File: src/rtl/core/bdls_pkg.sv
// Package for the dashed line stepper: operation codes, register map and
// dash configuration type. No dependencies.
package bdls_pkg;

    // Item operation codes
    typedef enum logic {
        OP_START = 1'b0,
        OP_STEP  = 1'b1
    } op_t;

    // Configuration register indexes (byte address = 4 * index)
    localparam int unsigned REG_ADDR_BITS = 4;
    localparam int unsigned REG_IDX_BITS  = 2;
    localparam logic [REG_IDX_BITS-1:0] REG_DASH_ENABLE = 2'd0;
    localparam logic [REG_IDX_BITS-1:0] REG_DASH_PERIOD = 2'd1;
    localparam logic [REG_IDX_BITS-1:0] REG_DASH_ON     = 2'd2;

    // Dash pattern
    localparam int unsigned DASH_BITS = 4;
    localparam logic [DASH_BITS-1:0] DASH_PERIOD_RST = 4'd10;
    localparam logic [DASH_BITS-1:0] DASH_ON_RST     = 4'd5;

    typedef struct packed {
        logic                 enable;
        logic [DASH_BITS-1:0] period;
        logic [DASH_BITS-1:0] on_len;
    } dash_cfg_t;

endpackage

File: src/rtl/core/bdls_dash.sv
// Dash pattern evaluation: visibility of the emitted pixel and the wrapped
// next value of the dash pixel counter. Depends on bdls_pkg.
module bdls_dash
    import bdls_pkg::*;
(
    input  dash_cfg_t            cfg,
    input  logic [DASH_BITS-1:0] count,
    output logic                 visible,
    output logic [DASH_BITS-1:0] count_next
);

    logic [DASH_BITS:0] count_inc;

    // Visible while dashing is off or counter is inside the on length
    assign visible = !cfg.enable || (count < cfg.on_len);

    // Counter wraps once it would reach the period; period zero keeps it at zero
    assign count_inc  = {1'b0, count} + {{DASH_BITS{1'b0}}, 1'b1};
    assign count_next = (count_inc >= {1'b0, cfg.period}) ? '0 : count_inc[DASH_BITS-1:0];

endmodule

File: src/rtl/core/bresenham_dashed_line_stepper_unit.sv
// Top level of the all-octant dashed Bresenham line stepper: input word
// register, single-pass step logic, result register and APB config port.
// Depends on bdls_pkg and bdls_dash.
//
//  channel  | handshake              | payload
//  ---------+------------------------+---------------------------------------------
//  input    | in_valid / in_stall    | op, start_x, start_y, end_x, end_y
//  output   | out_valid / out_stall  | pixel_x, pixel_y, pixel_visible,
//           |                        | last_pixel, no_line
//  config   | psel/penable/pwrite    | paddr, pwdata, prdata (pready tied high)
//
// From acceptance to result each word passes the input register, then the
// step logic into the result register. A new word is accepted every cycle
// while the result is not stalled; the loop through the line state
// (current point, error term, dash counter) sets that rate.
// Reset clears the line state (no active line) and loads the register defaults.
// A stalled result holds; one more word waits in the input register before
// in_stall rises.
module bresenham_dashed_line_stepper_unit
    import bdls_pkg::*;
#(
    parameter int unsigned COORD_BITS = 12
)
(
    input  logic                          clk,
    input  logic                          rst_n,
    // input channel
    input  logic                          in_valid,
    output logic                          in_stall,
    input  logic                          op,
    input  logic signed [COORD_BITS-1:0]  start_x,
    input  logic signed [COORD_BITS-1:0]  start_y,
    input  logic signed [COORD_BITS-1:0]  end_x,
    input  logic signed [COORD_BITS-1:0]  end_y,
    // output channel
    output logic                          out_valid,
    input  logic                          out_stall,
    output logic signed [COORD_BITS-1:0]  pixel_x,
    output logic signed [COORD_BITS-1:0]  pixel_y,
    output logic                          pixel_visible,
    output logic                          last_pixel,
    output logic                          no_line,
    // configuration port
    input  logic                          psel,
    input  logic                          penable,
    input  logic                          pwrite,
    input  logic [REG_ADDR_BITS-1:0]      paddr,
    input  logic [31:0]                   pwdata,
    output logic [31:0]                   prdata,
    output logic                          pready
);

    localparam int unsigned CB = COORD_BITS;
    localparam int unsigned EB = COORD_BITS + 2;  // error term
    localparam int unsigned WB = COORD_BITS + 3;  // doubled error compare

    // ------------------------------------------------------------------
    // Configuration registers
    // ------------------------------------------------------------------
    dash_cfg_t                 dash_cfg_reg;
    logic                      cfg_wr;
    logic [REG_IDX_BITS-1:0]   cfg_idx;

    assign pready  = 1'b1;
    assign cfg_wr  = psel && penable && pwrite;
    assign cfg_idx = paddr[REG_ADDR_BITS-1:REG_ADDR_BITS-REG_IDX_BITS];

    always_ff @(posedge clk or negedge rst_n)
    begin
        if (!rst_n)
        begin
            dash_cfg_reg.enable <= 1'b0;
            dash_cfg_reg.period <= DASH_PERIOD_RST;
            dash_cfg_reg.on_len <= DASH_ON_RST;
        end
        else if (cfg_wr)
        begin
            unique case (cfg_idx)
                REG_DASH_ENABLE: dash_cfg_reg.enable <= pwdata[0];
                REG_DASH_PERIOD: dash_cfg_reg.period <= pwdata[DASH_BITS-1:0];
                REG_DASH_ON:     dash_cfg_reg.on_len <= pwdata[DASH_BITS-1:0];
                default:         ;
            endcase
        end
    end

    // register readback
    always_comb
    begin
        unique case (cfg_idx)
            REG_DASH_ENABLE: prdata = {31'd0, dash_cfg_reg.enable};
            REG_DASH_PERIOD: prdata = {{(32-DASH_BITS){1'b0}}, dash_cfg_reg.period};
            REG_DASH_ON:     prdata = {{(32-DASH_BITS){1'b0}}, dash_cfg_reg.on_len};
            default:         prdata = '0;
        endcase
    end

    // ------------------------------------------------------------------
    // Input word register
    // ------------------------------------------------------------------
    logic                   in_vld_reg;
    op_t                    op_reg;
    logic signed [CB-1:0]   sx_reg;
    logic signed [CB-1:0]   sy_reg;
    logic signed [CB-1:0]   ex_reg;
    logic signed [CB-1:0]   ey_reg;
    logic                   out_vld_reg;
    logic                   advance;
    logic                   in_take;

    assign advance  = in_vld_reg && (!out_vld_reg || !out_stall);
    assign in_stall = in_vld_reg && !advance;
    assign in_take  = in_valid && !in_stall;

    always_ff @(posedge clk or negedge rst_n)
    begin
        if (!rst_n)
            in_vld_reg <= 1'b0;
        else if (in_take)
            in_vld_reg <= 1'b1;
        else if (advance)
            in_vld_reg <= 1'b0;
    end

    always_ff @(posedge clk)
    begin
        if (in_take)
        begin
            op_reg <= op_t'(op);
            sx_reg <= start_x;
            sy_reg <= start_y;
            ex_reg <= end_x;
            ey_reg <= end_y;
        end
    end

    // ------------------------------------------------------------------
    // Line state
    // ------------------------------------------------------------------
    logic signed [CB-1:0]   cur_x_reg, cur_x_next;
    logic signed [CB-1:0]   cur_y_reg, cur_y_next;
    logic signed [CB-1:0]   target_x_reg, target_x_next;
    logic signed [CB-1:0]   target_y_reg, target_y_next;
    logic [CB-1:0]          delta_x_reg, delta_x_next;
    logic [CB-1:0]          delta_y_reg, delta_y_next;
    logic signed [EB-1:0]   error_reg, error_next;
    logic                   dir_x_neg_reg, dir_x_neg_next;
    logic                   dir_y_neg_reg, dir_y_neg_next;
    logic [DASH_BITS-1:0]   dash_count_reg, dash_count_next;
    logic                   line_active_reg, line_active_next;

    // start setup: signed differences, magnitudes, directions
    logic signed [CB:0]     diff_x, diff_y;
    logic [CB:0]            abs_x, abs_y;
    logic                   start_last;

    assign diff_x = {ex_reg[CB-1], ex_reg} - {sx_reg[CB-1], sx_reg};
    assign diff_y = {ey_reg[CB-1], ey_reg} - {sy_reg[CB-1], sy_reg};
    assign abs_x  = diff_x[CB] ? (-diff_x) : diff_x;
    assign abs_y  = diff_y[CB] ? (-diff_y) : diff_y;
    assign start_last = (sx_reg == ex_reg) && (sy_reg == ey_reg);

    // step: doubled error against the deltas
    logic signed [WB-1:0]   err2, sum_x, diff_y_cmp;
    logic                   move_x, move_y;
    logic signed [CB-1:0]   step_x, step_y;
    logic signed [EB-1:0]   err_sub, err_add;
    logic signed [CB-1:0]   nx, ny;
    logic                   step_last;

    assign err2       = {error_reg, 1'b0};
    assign sum_x      = err2 + $signed({3'b000, delta_y_reg});
    assign diff_y_cmp = err2 - $signed({3'b000, delta_x_reg});
    assign move_x     = !sum_x[WB-1] && (sum_x != '0);
    assign move_y     = diff_y_cmp[WB-1];
    assign step_x     = dir_x_neg_reg ? '1 : CB'(1);
    assign step_y     = dir_y_neg_reg ? '1 : CB'(1);
    assign err_sub    = move_x ? $signed({2'b00, delta_y_reg}) : '0;
    assign err_add    = move_y ? $signed({2'b00, delta_x_reg}) : '0;
    assign nx         = move_x ? (cur_x_reg + step_x) : cur_x_reg;
    assign ny         = move_y ? (cur_y_reg + step_y) : cur_y_reg;
    assign step_last  = (nx == target_x_reg) && (ny == target_y_reg);

    // dash pattern
    logic [DASH_BITS-1:0]   dash_cur;
    logic                   dash_vis;
    logic [DASH_BITS-1:0]   dash_wrap;

    assign dash_cur = (op_reg == OP_START) ? '0 : dash_count_reg;

    bdls_dash u_dash (
        .cfg        (dash_cfg_reg),
        .count      (dash_cur),
        .visible    (dash_vis),
        .count_next (dash_wrap)
    );

    // result fields
    logic signed [CB-1:0]   res_x, res_y;
    logic                   res_vis, res_last, res_none;

    // next state and result for the word in the input register
    always_comb
    begin
        cur_x_next       = cur_x_reg;
        cur_y_next       = cur_y_reg;
        target_x_next    = target_x_reg;
        target_y_next    = target_y_reg;
        delta_x_next     = delta_x_reg;
        delta_y_next     = delta_y_reg;
        error_next       = error_reg;
        dir_x_neg_next   = dir_x_neg_reg;
        dir_y_neg_next   = dir_y_neg_reg;
        dash_count_next  = dash_count_reg;
        line_active_next = line_active_reg;
        res_x            = '0;
        res_y            = '0;
        res_vis          = 1'b0;
        res_last         = 1'b0;
        res_none         = 1'b0;
        if (op_reg == OP_START)
        begin
            cur_x_next       = sx_reg;
            cur_y_next       = sy_reg;
            target_x_next    = ex_reg;
            target_y_next    = ey_reg;
            delta_x_next     = abs_x[CB-1:0];
            delta_y_next     = abs_y[CB-1:0];
            dir_x_neg_next   = diff_x[CB] || (diff_x == '0);
            dir_y_neg_next   = diff_y[CB] || (diff_y == '0);
            error_next       = $signed({2'b00, abs_x[CB-1:0]}) - $signed({2'b00, abs_y[CB-1:0]});
            dash_count_next  = dash_wrap;
            line_active_next = !start_last;
            res_x            = sx_reg;
            res_y            = sy_reg;
            res_vis          = dash_vis;
            res_last         = start_last;
        end
        else if (!line_active_reg)
        begin
            res_none = 1'b1;
        end
        else
        begin
            cur_x_next       = nx;
            cur_y_next       = ny;
            error_next       = error_reg - err_sub + err_add;
            dash_count_next  = dash_wrap;
            line_active_next = !step_last;
            res_x            = nx;
            res_y            = ny;
            res_vis          = dash_vis;
            res_last         = step_last;
        end
    end

    always_ff @(posedge clk or negedge rst_n)
    begin
        if (!rst_n)
        begin
            cur_x_reg       <= '0;
            cur_y_reg       <= '0;
            target_x_reg    <= '0;
            target_y_reg    <= '0;
            delta_x_reg     <= '0;
            delta_y_reg     <= '0;
            error_reg       <= '0;
            dir_x_neg_reg   <= 1'b0;
            dir_y_neg_reg   <= 1'b0;
            dash_count_reg  <= '0;
            line_active_reg <= 1'b0;
        end
        else if (advance)
        begin
            cur_x_reg       <= cur_x_next;
            cur_y_reg       <= cur_y_next;
            target_x_reg    <= target_x_next;
            target_y_reg    <= target_y_next;
            delta_x_reg     <= delta_x_next;
            delta_y_reg     <= delta_y_next;
            error_reg       <= error_next;
            dir_x_neg_reg   <= dir_x_neg_next;
            dir_y_neg_reg   <= dir_y_neg_next;
            dash_count_reg  <= dash_count_next;
            line_active_reg <= line_active_next;
        end
    end

    // ------------------------------------------------------------------
    // Result register
    // ------------------------------------------------------------------
    logic signed [CB-1:0]   px_reg, py_reg;
    logic                   vis_reg, last_reg, none_reg;

    always_ff @(posedge clk or negedge rst_n)
    begin
        if (!rst_n)
            out_vld_reg <= 1'b0;
        else if (advance)
            out_vld_reg <= 1'b1;
        else if (!out_stall)
            out_vld_reg <= 1'b0;
    end

    always_ff @(posedge clk)
    begin
        if (advance)
        begin
            px_reg   <= res_x;
            py_reg   <= res_y;
            vis_reg  <= res_vis;
            last_reg <= res_last;
            none_reg <= res_none;
        end
    end

    assign out_valid     = out_vld_reg;
    assign pixel_x       = px_reg;
    assign pixel_y       = py_reg;
    assign pixel_visible = vis_reg;
    assign last_pixel    = last_reg;
    assign no_line       = none_reg;

    // ------------------------------------------------------------------
    // Assertions
    // ------------------------------------------------------------------
    // an active line never sits on its end point
    a_active_not_at_target: assert property (@(posedge clk) disable iff (!rst_n)
        line_active_reg |-> ((cur_x_reg != target_x_reg) || (cur_y_reg != target_y_reg)))
        else $error("active line parked on its end point");

    // emitting the end point retires the line
    a_last_retires: assert property (@(posedge clk) disable iff (!rst_n)
        (advance && res_last) |=> !line_active_reg)
        else $error("line still active after last pixel");

    // a no-line result carries zero pixel fields
    a_no_line_zero: assert property (@(posedge clk) disable iff (!rst_n)
        (out_vld_reg && none_reg) |->
            ((px_reg == '0) && (py_reg == '0) && !vis_reg && !last_reg))
        else $error("no-line result with nonzero fields");

    // a step with no line leaves the dash counter untouched
    a_no_line_hold: assert property (@(posedge clk) disable iff (!rst_n)
        (advance && res_none) |=> $stable(dash_count_reg))
        else $error("dash counter moved on a no-line step");

endmodule

File: config.mk
export PLATFORM = sky130hd
export DESIGN_NAME = bresenham_dashed_line_stepper_unit
export DESIGN_NICKNAME = d
export VERILOG_FILES = /design/src/rtl/core/bdls_pkg.sv /design/src/rtl/core/bdls_dash.sv /design/src/rtl/core/bresenham_dashed_line_stepper_unit.sv
export SDC_FILE = /design/constraint.sdc
export NUM_CORES = 1
export LEC_CHECK = 0
export BUFFER_PORTS_ARGS = -buffer_cell sky130_fd_sc_hd__buf_4
export CAP_MARGIN = 20
export CORE_MARGIN = 2
export CORE_UTILIZATION = 25
export DETAILED_ROUTE_END_ITERATION = 10
export MAX_ROUTING_LAYER = met4
export PLACE_DENSITY = 0.42
export SLEW_MARGIN = 20
export SYNTH_ARGS = -nofsm -noshare
export SYNTH_HDL_FRONTEND = slang
export SYNTH_SLANG_ARGS = --single-unit
File: constraint.sdc
create_clock -name clk -period 9.7 [get_ports clk]
set_input_delay 0.97 -clock clk [delete_from_list [all_inputs] [get_ports clk]]
set_output_delay 0.97 -clock clk [all_outputs]
set_load 0.005 [all_outputs]
### Word level (Yosys, flattened, before mapping)

Index checks and enable logic that the tools add are counted.

| operators by class | value |
|---|---|
| add/sub/neg operators | 12 |
| $lt $le $gt $ge | 2 |
| eq/ne operators | 8 |
| multiplexer cells | 34 |
| bitwise gates (word level) | 1 |
| reduce and logical (&&, ||, !) cells | 30 |

Operators by type and width:

| operator | count |
|---|---|
| 12-bit two-way mux | 16 |
| 12-bit == test | 4 |
| 12-bit by 12-bit subtractor with 13-bit output | 3 |
| 14-bit two-way mux | 2 |
| 13-bit logical NOT | 2 |
| 12-bit adder | 2 |
| 12-bit negator | 2 |
| 4-bit two-way mux | 4 |
| 15-bit by 13-bit adder with 15-bit output | 1 |
| 15-bit nonzero test | 1 |
| 15-bit by 13-bit subtractor with 15-bit output | 1 |
| 14-bit by 13-bit adder with 14-bit output | 1 |
| 14-bit by 13-bit subtractor with 14-bit output | 1 |
| 4-bit case mux with 3 select lines | 1 |
| 1-bit two-way mux | 11 |
| 2-bit AND reduction | 5 |
| 1-bit logical AND | 8 |
| 1-bit logical NOT | 8 |
| 4-bit by 1-bit adder with 5-bit output (second input constant) | 1 |
| 5-bit by 4-bit >= comparator with 1-bit output | 1 |
| 1-bit logical OR | 4 |
| 4-bit < comparator | 1 |
| 2-bit by 1-bit != test with 1-bit output (second input constant) | 2 |
| 2-bit by 1-bit == test with 1-bit output (second input constant) | 1 |
| 4 further kinds | 4 |

| storage, ports and cells | value |
|---|---|
| bits in registers | 180 |
| logic and storage cells | 113 |

### Logic depth before layout (Yosys ltp)

| logic depth | value |
|---|---|
| word-level depth | 9 |
| mapped depth | 30 |
| mapped depth without buffers | 27 |

### By module

Synthesis repeated with hierarchy kept, for this count alone.

| second synthesis, totals | value |
|---|---|
| cell total of the unflattened synthesis | 1,429 |
| area, all modules | 12,929.9 µm² |

By module, submodules not included:

| module | times used | cells an instance | area an instance (µm²) | seq. area each (µm²) |
|---|---|---|---|---|
| bresenham_dashed_line_stepper_unit | 1 | 1,398 | 12,695.9 | 4,889.7 |
| bdls_dash | 1 | 31 | 234.0 | 0.0 |

### Worst setup path before layout

No wires, ideal clock.

| timing | value |
|---|---|
| path kind | reg2reg |
| start | reg error_reg[0] |
| end | reg error_reg[12] |
| setup time | 154 ps |
| data arrival time | 5,202 ps |
| slack | 4,344 ps |
| stages on the path, launching flop included | 31 |
| clock period less this slack | 5,356 ps |
| cell sequence | dfrtp_1 > ha_1 > inv_1 > fa_1 > nand2b_1 > a21oi_1 > o31a_1 > o32a_1 > a311oi_1 > nor4_2 > a21oi_1 > buf_2 > buf_2 > clkbuf_1 > and2_1 > ha_1 > inv_1 > ha_1 > inv_1 > fa_1 > nor2b_1 > o21ai_0 > a21oi_1 > o21ai_0 > nand2b_1 > a21o_1 > a21o_1 > a31oi_1 > o21ai_0 > mux2i_1 > a221oi_1 |

| on the way | value |
|---|---|
| longest elaborated chain between the ends | 8 |

RTL lines:

| element | RTL line | text |
|---|---|---|
| start, declared | bresenham_dashed_line_stepper_unit.sv:146 | `logic signed [EB-1:0] error_reg, error_next;` |
| start signal, assigned | bresenham_dashed_line_stepper_unit.sv:281 | `error_reg <= error_next;` |
| 15-bit by 13-bit adder with 15-bit output | bresenham_dashed_line_stepper_unit.sv:172 | `assign sum_x = err2 + $signed({3'b000, delta_y_reg});` |
| 15-bit nonzero test or 1-bit logical NOT (tied branches) | bresenham_dashed_line_stepper_unit.sv:174 | `assign move_x = !sum_x[WB-1] && (sum_x != '0);` |
| 1-bit logical AND | bresenham_dashed_line_stepper_unit.sv:174 |  |
| 12-bit two-way mux | bresenham_dashed_line_stepper_unit.sv:178 | `assign err_sub = move_x ? $signed({2'b00, delta_y_reg}) : '0;` |
| 14-bit by 13-bit subtractor with 14-bit output | bresenham_dashed_line_stepper_unit.sv:247 | `error_next = error_reg - err_sub + err_add;` |
| 14-bit by 13-bit adder with 14-bit output * | bresenham_dashed_line_stepper_unit.sv:247 |  |
| 14-bit two-way mux * | bresenham_dashed_line_stepper_unit.sv:239 | `else if (!line_active_reg)` |
| 14-bit two-way mux * | bresenham_dashed_line_stepper_unit.sv:221 | `if (op_reg == OP_START)` |

Every way passes the cells marked *; elsewhere a longest branch is shown, timed or not. The select of a mux whose other input is x is not followed.
A chain may end at the register's enable or synchronous reset.

### Final worst setup path

| timing | value |
|---|---|
| start | reg error_reg[0] |
| end | reg error_reg[13] |

The elaborated chain is that of the path after synthesis.

==> impl_metrics.env <==
export IMPL_status="complete, no violations"
export IMPL_cts_tree="yes"
export IMPL_seq_area_frac_synth_pct=38.1
export IMPL_synth_edf_count=76
export IMPL_use_met1_pct=19.2
export IMPL_period_share_pct=70.3
export IMPL_dp_hpwl_um=29000
export IMPL_syn_area_mm2=0.0128
export IMPL_p_per_area_mw_per_mm2=358
export IMPL_cts_hold_buf=0
export IMPL_synthArstFlopShare_pct=57.8
export IMPL_irDropWorstVdd_v=0.000183
export IMPL_clk_pin_slew_worst_paths_ns=0.07
export IMPL_fillers=5361
export IMPL_synth_cells=1403
export IMPL_vias=10300
export IMPL_synthFlopType="dfrtp_1"
export IMPL_vias_per_cell=4.75
export IMPL_antenna_found_initial=0
export IMPL_cts_root_buf="clkbuf_16"
export IMPL_core_area_mm2=0.0510
export IMPL_rows=83
export IMPL_p_sw_uw=2470
export IMPL_pwr_share_seq_pct=23.4
export IMPL_die_area_mm2=0.0532
export IMPL_critPathLaunchType="flop"
export IMPL_cp_common_cell="a21oi_1"
export IMPL_drt_iter0_drc=610
export IMPL_nets=1695
export IMPL_busiest_layer="met2"
export IMPL_cts_sinks=180
export IMPL_die_y_um=231
export IMPL_max_freq_mhz=147
export IMPL_r2r_end="error_reg[13]"
export IMPL_worstSkewPairLatency_ns=0.45
export IMPL_overflow=0
export IMPL_maxCapViolations=0
export IMPL_cpMaxStageDelayCell="nor4_2"
export IMPL_start_util_pct=25.2
export IMPL_grt_pass1_wl_um=59500
export IMPL_hold_path_class="flop to flop"
export IMPL_synth_cell_types=80
export IMPL_area_growth_pct=15.7
export IMPL_worst_slew_pin_slew_ns=1.11
export IMPL_gp_congestion=0.853
export IMPL_min_to="target_y_reg[10]"
export IMPL_p_leak_uw=0.00648
export IMPL_post_route_min_period_ns=6.82
export IMPL_antenna_left=0
export IMPL_crit_reg2reg_launch="error_reg[0]"
export IMPL_clockPowerShare_pct=14.1
export IMPL_finalSetupViolations=0
export IMPL_globalRouteMet3Util_pct=1.72
export IMPL_timing_hold_ws_ns=0.496
export IMPL_rsz0062_at_grt="no"
export IMPL_cts_buffers=17
export IMPL_ff_latch_area_mm2=0.00489
export IMPL_ys_ff_latch=180
export IMPL_avgSynthCellArea_um2=9.15
export IMPL_grt_max_degree=63
export IMPL_fp_dieW_um=231
export IMPL_drv_slew=0
export IMPL_critPathKind="flop to flop"
export IMPL_slew_headroom_pct=25.7
export IMPL_grt_usage_pct=15.0
export IMPL_swShare_pct=46.5
export IMPL_cts_setup_buffers=0
export IMPL_grt_pass1_vias=10300
export IMPL_io_buffers=94
export IMPL_drt_first_pass_iters=6
export IMPL_largest_reg_flops=14
export IMPL_multi_input_area_mm2=0.00720
export IMPL_drc=0
export IMPL_wl_per_cell_um=17.5
export IMPL_ys_warnings_count=0
export IMPL_use_met2_pct=24.7
export IMPL_diodes=0
export IMPL_slowest_delay_ns=0.82
export IMPL_path_max_fanout=49
export IMPL_r2r_cells=26
export IMPL_power_internal_uw=2840
export IMPL_critical_path_arrival_ns=7.12
export IMPL_boundaryPins=154
export IMPL_worstHoldStart="ey_reg[10]"
export IMPL_whs_path_depth=2
export IMPL_htreeDepth=4
export IMPL_drt_wl_total_um=38100
export IMPL_reg2reg_slack_ns=2.88
export IMPL_required_ns=10.00
export IMPL_drive_above_1_share_pct=12.0
export IMPL_fin_skew_ns=0.0102
export IMPL_comb_power_share_pct=62.6
export IMPL_cts_resized=0
export IMPL_cp_end_kind="flop"
export IMPL_clockBufferDepth=2
export IMPL_hold_viol=0
export IMPL_setup_tns_ns=0
## worst max-delay path, delay by kind of cell (launching register included)
family | cells | cell delay, ns
and+or+nand+nor | 3 | 1.28
DFF | 1 | 0.43
xor gates and xnor gates | 1 | 0.15
buffers and inverters | 3 | 0.45
adders and majority gates | 4 | 1.44
AOI/OAI and AO/OA | 15 | 2.89
## power by group through the flow
stage	logic, µW	clock network, µW	registers (µW)
6_report	3320	747	1240
5_1_grt	3740	803	1280
4_1_cts	3340	771	1240
3_5_place_dp	3310	0	1260
3_3_place_gp	3270	0	1260
2_1_floorplan	2540	0	1160
## worst max-delay path by stage
stage	startpoint	to	slack, ns
2_1_floorplan	error_reg[0]	error_reg[12]	4.34
3_3_place_gp	error_reg[0]	error_reg[13]	3.00
3_5_place_dp	error_reg[0]	error_reg[13]	2.89
4_1_cts	error_reg[0]	error_reg[13]	2.86
5_1_grt	error_reg[0]	error_reg[13]	2.52
6_report	error_reg[0]	error_reg[13]	2.88
## metrics by stage
stage                     power (µW)  setup slack, ns  utilization, %  std cells  area (µm²)
after global routing            5820             2.52            29.1       2176       14900
after floorplan                 3700             4.34               -       1430       12900
after global placement          4520             3.00            27.9       2144       14200
after detailed placement        4570             2.89            27.9       2144       14200
final                           5310             2.88            29.1       2176       14900
after CTS                       5350             2.86            29.1       2176       14900
## cell usage after synthesis (18+ instances only)
cell	number	share of area (%)
nand2_1	185	5.4
inv_1	127	3.7
ha_1	102	9.9
dfrtp_1	100	19
o21ai_0	99	3.9
a21oi_1	87	3.4
edfxtp_1	76	18
xnor2_1	62	4.2
nor2_1	56	1.6
xor2_1	44	3.0
o22ai_1	38	1.9
clkbuf_1	36	1.1
buf_4	29	1.7
nand3_1	26	1.0
nor3_1	22	0.86
a21o_1	20	1.2
and2_1	20	0.97
fa_1	18	2.8
nor2b_1	18	0.88
## cell usage in the layout, fill, tap and decap left out, drive strengths merged, types with 23 or more instances in the layout
cell | netlist | layout
ha | 102 | 102
o22ai | 38 | 38
o21ai | 102 | 102
dfrtp | 100 | 100
inv | 127 | 132
xor2 | 44 | 44
a21oi | 87 | 87
nor2 | 56 | 56
nand3 | 26 | 26
nand2 | 185 | 185
buf | 39 | 109
edfxtp | 76 | 76
xnor2 | 62 | 62
nor3 | 23 | 23
conb | 2 | 29
## area by class of cell
cell class	count	area share, %
multi-input combinational	1047	48.5
sequential	180	32.9
tap	680	5.73
timing repair buffer	109	5.51
inverter	128	3.23
clock buffer	19	2.98
clock inverter	13	1.15
## cells by family after synthesis
group,count (synthesis),share of synthesized area (%)
compound gates,368,18.2
mux,26,2.16
other cells,2,0.0585
xor+xnor,106,7.23
buf+inv,203,6.87
fa+ha+maj,120,12.7
simple gates,398,14.6
flops,180,38.1
## per-layer routing
layer  up-vias  wire (µm)
li1       5080          -
met1      5054      18300
met4         0        798
met2       165      18300
met5         -          0
met3        34        786
No activity file was read; power rests on OpenSTA's default activity.
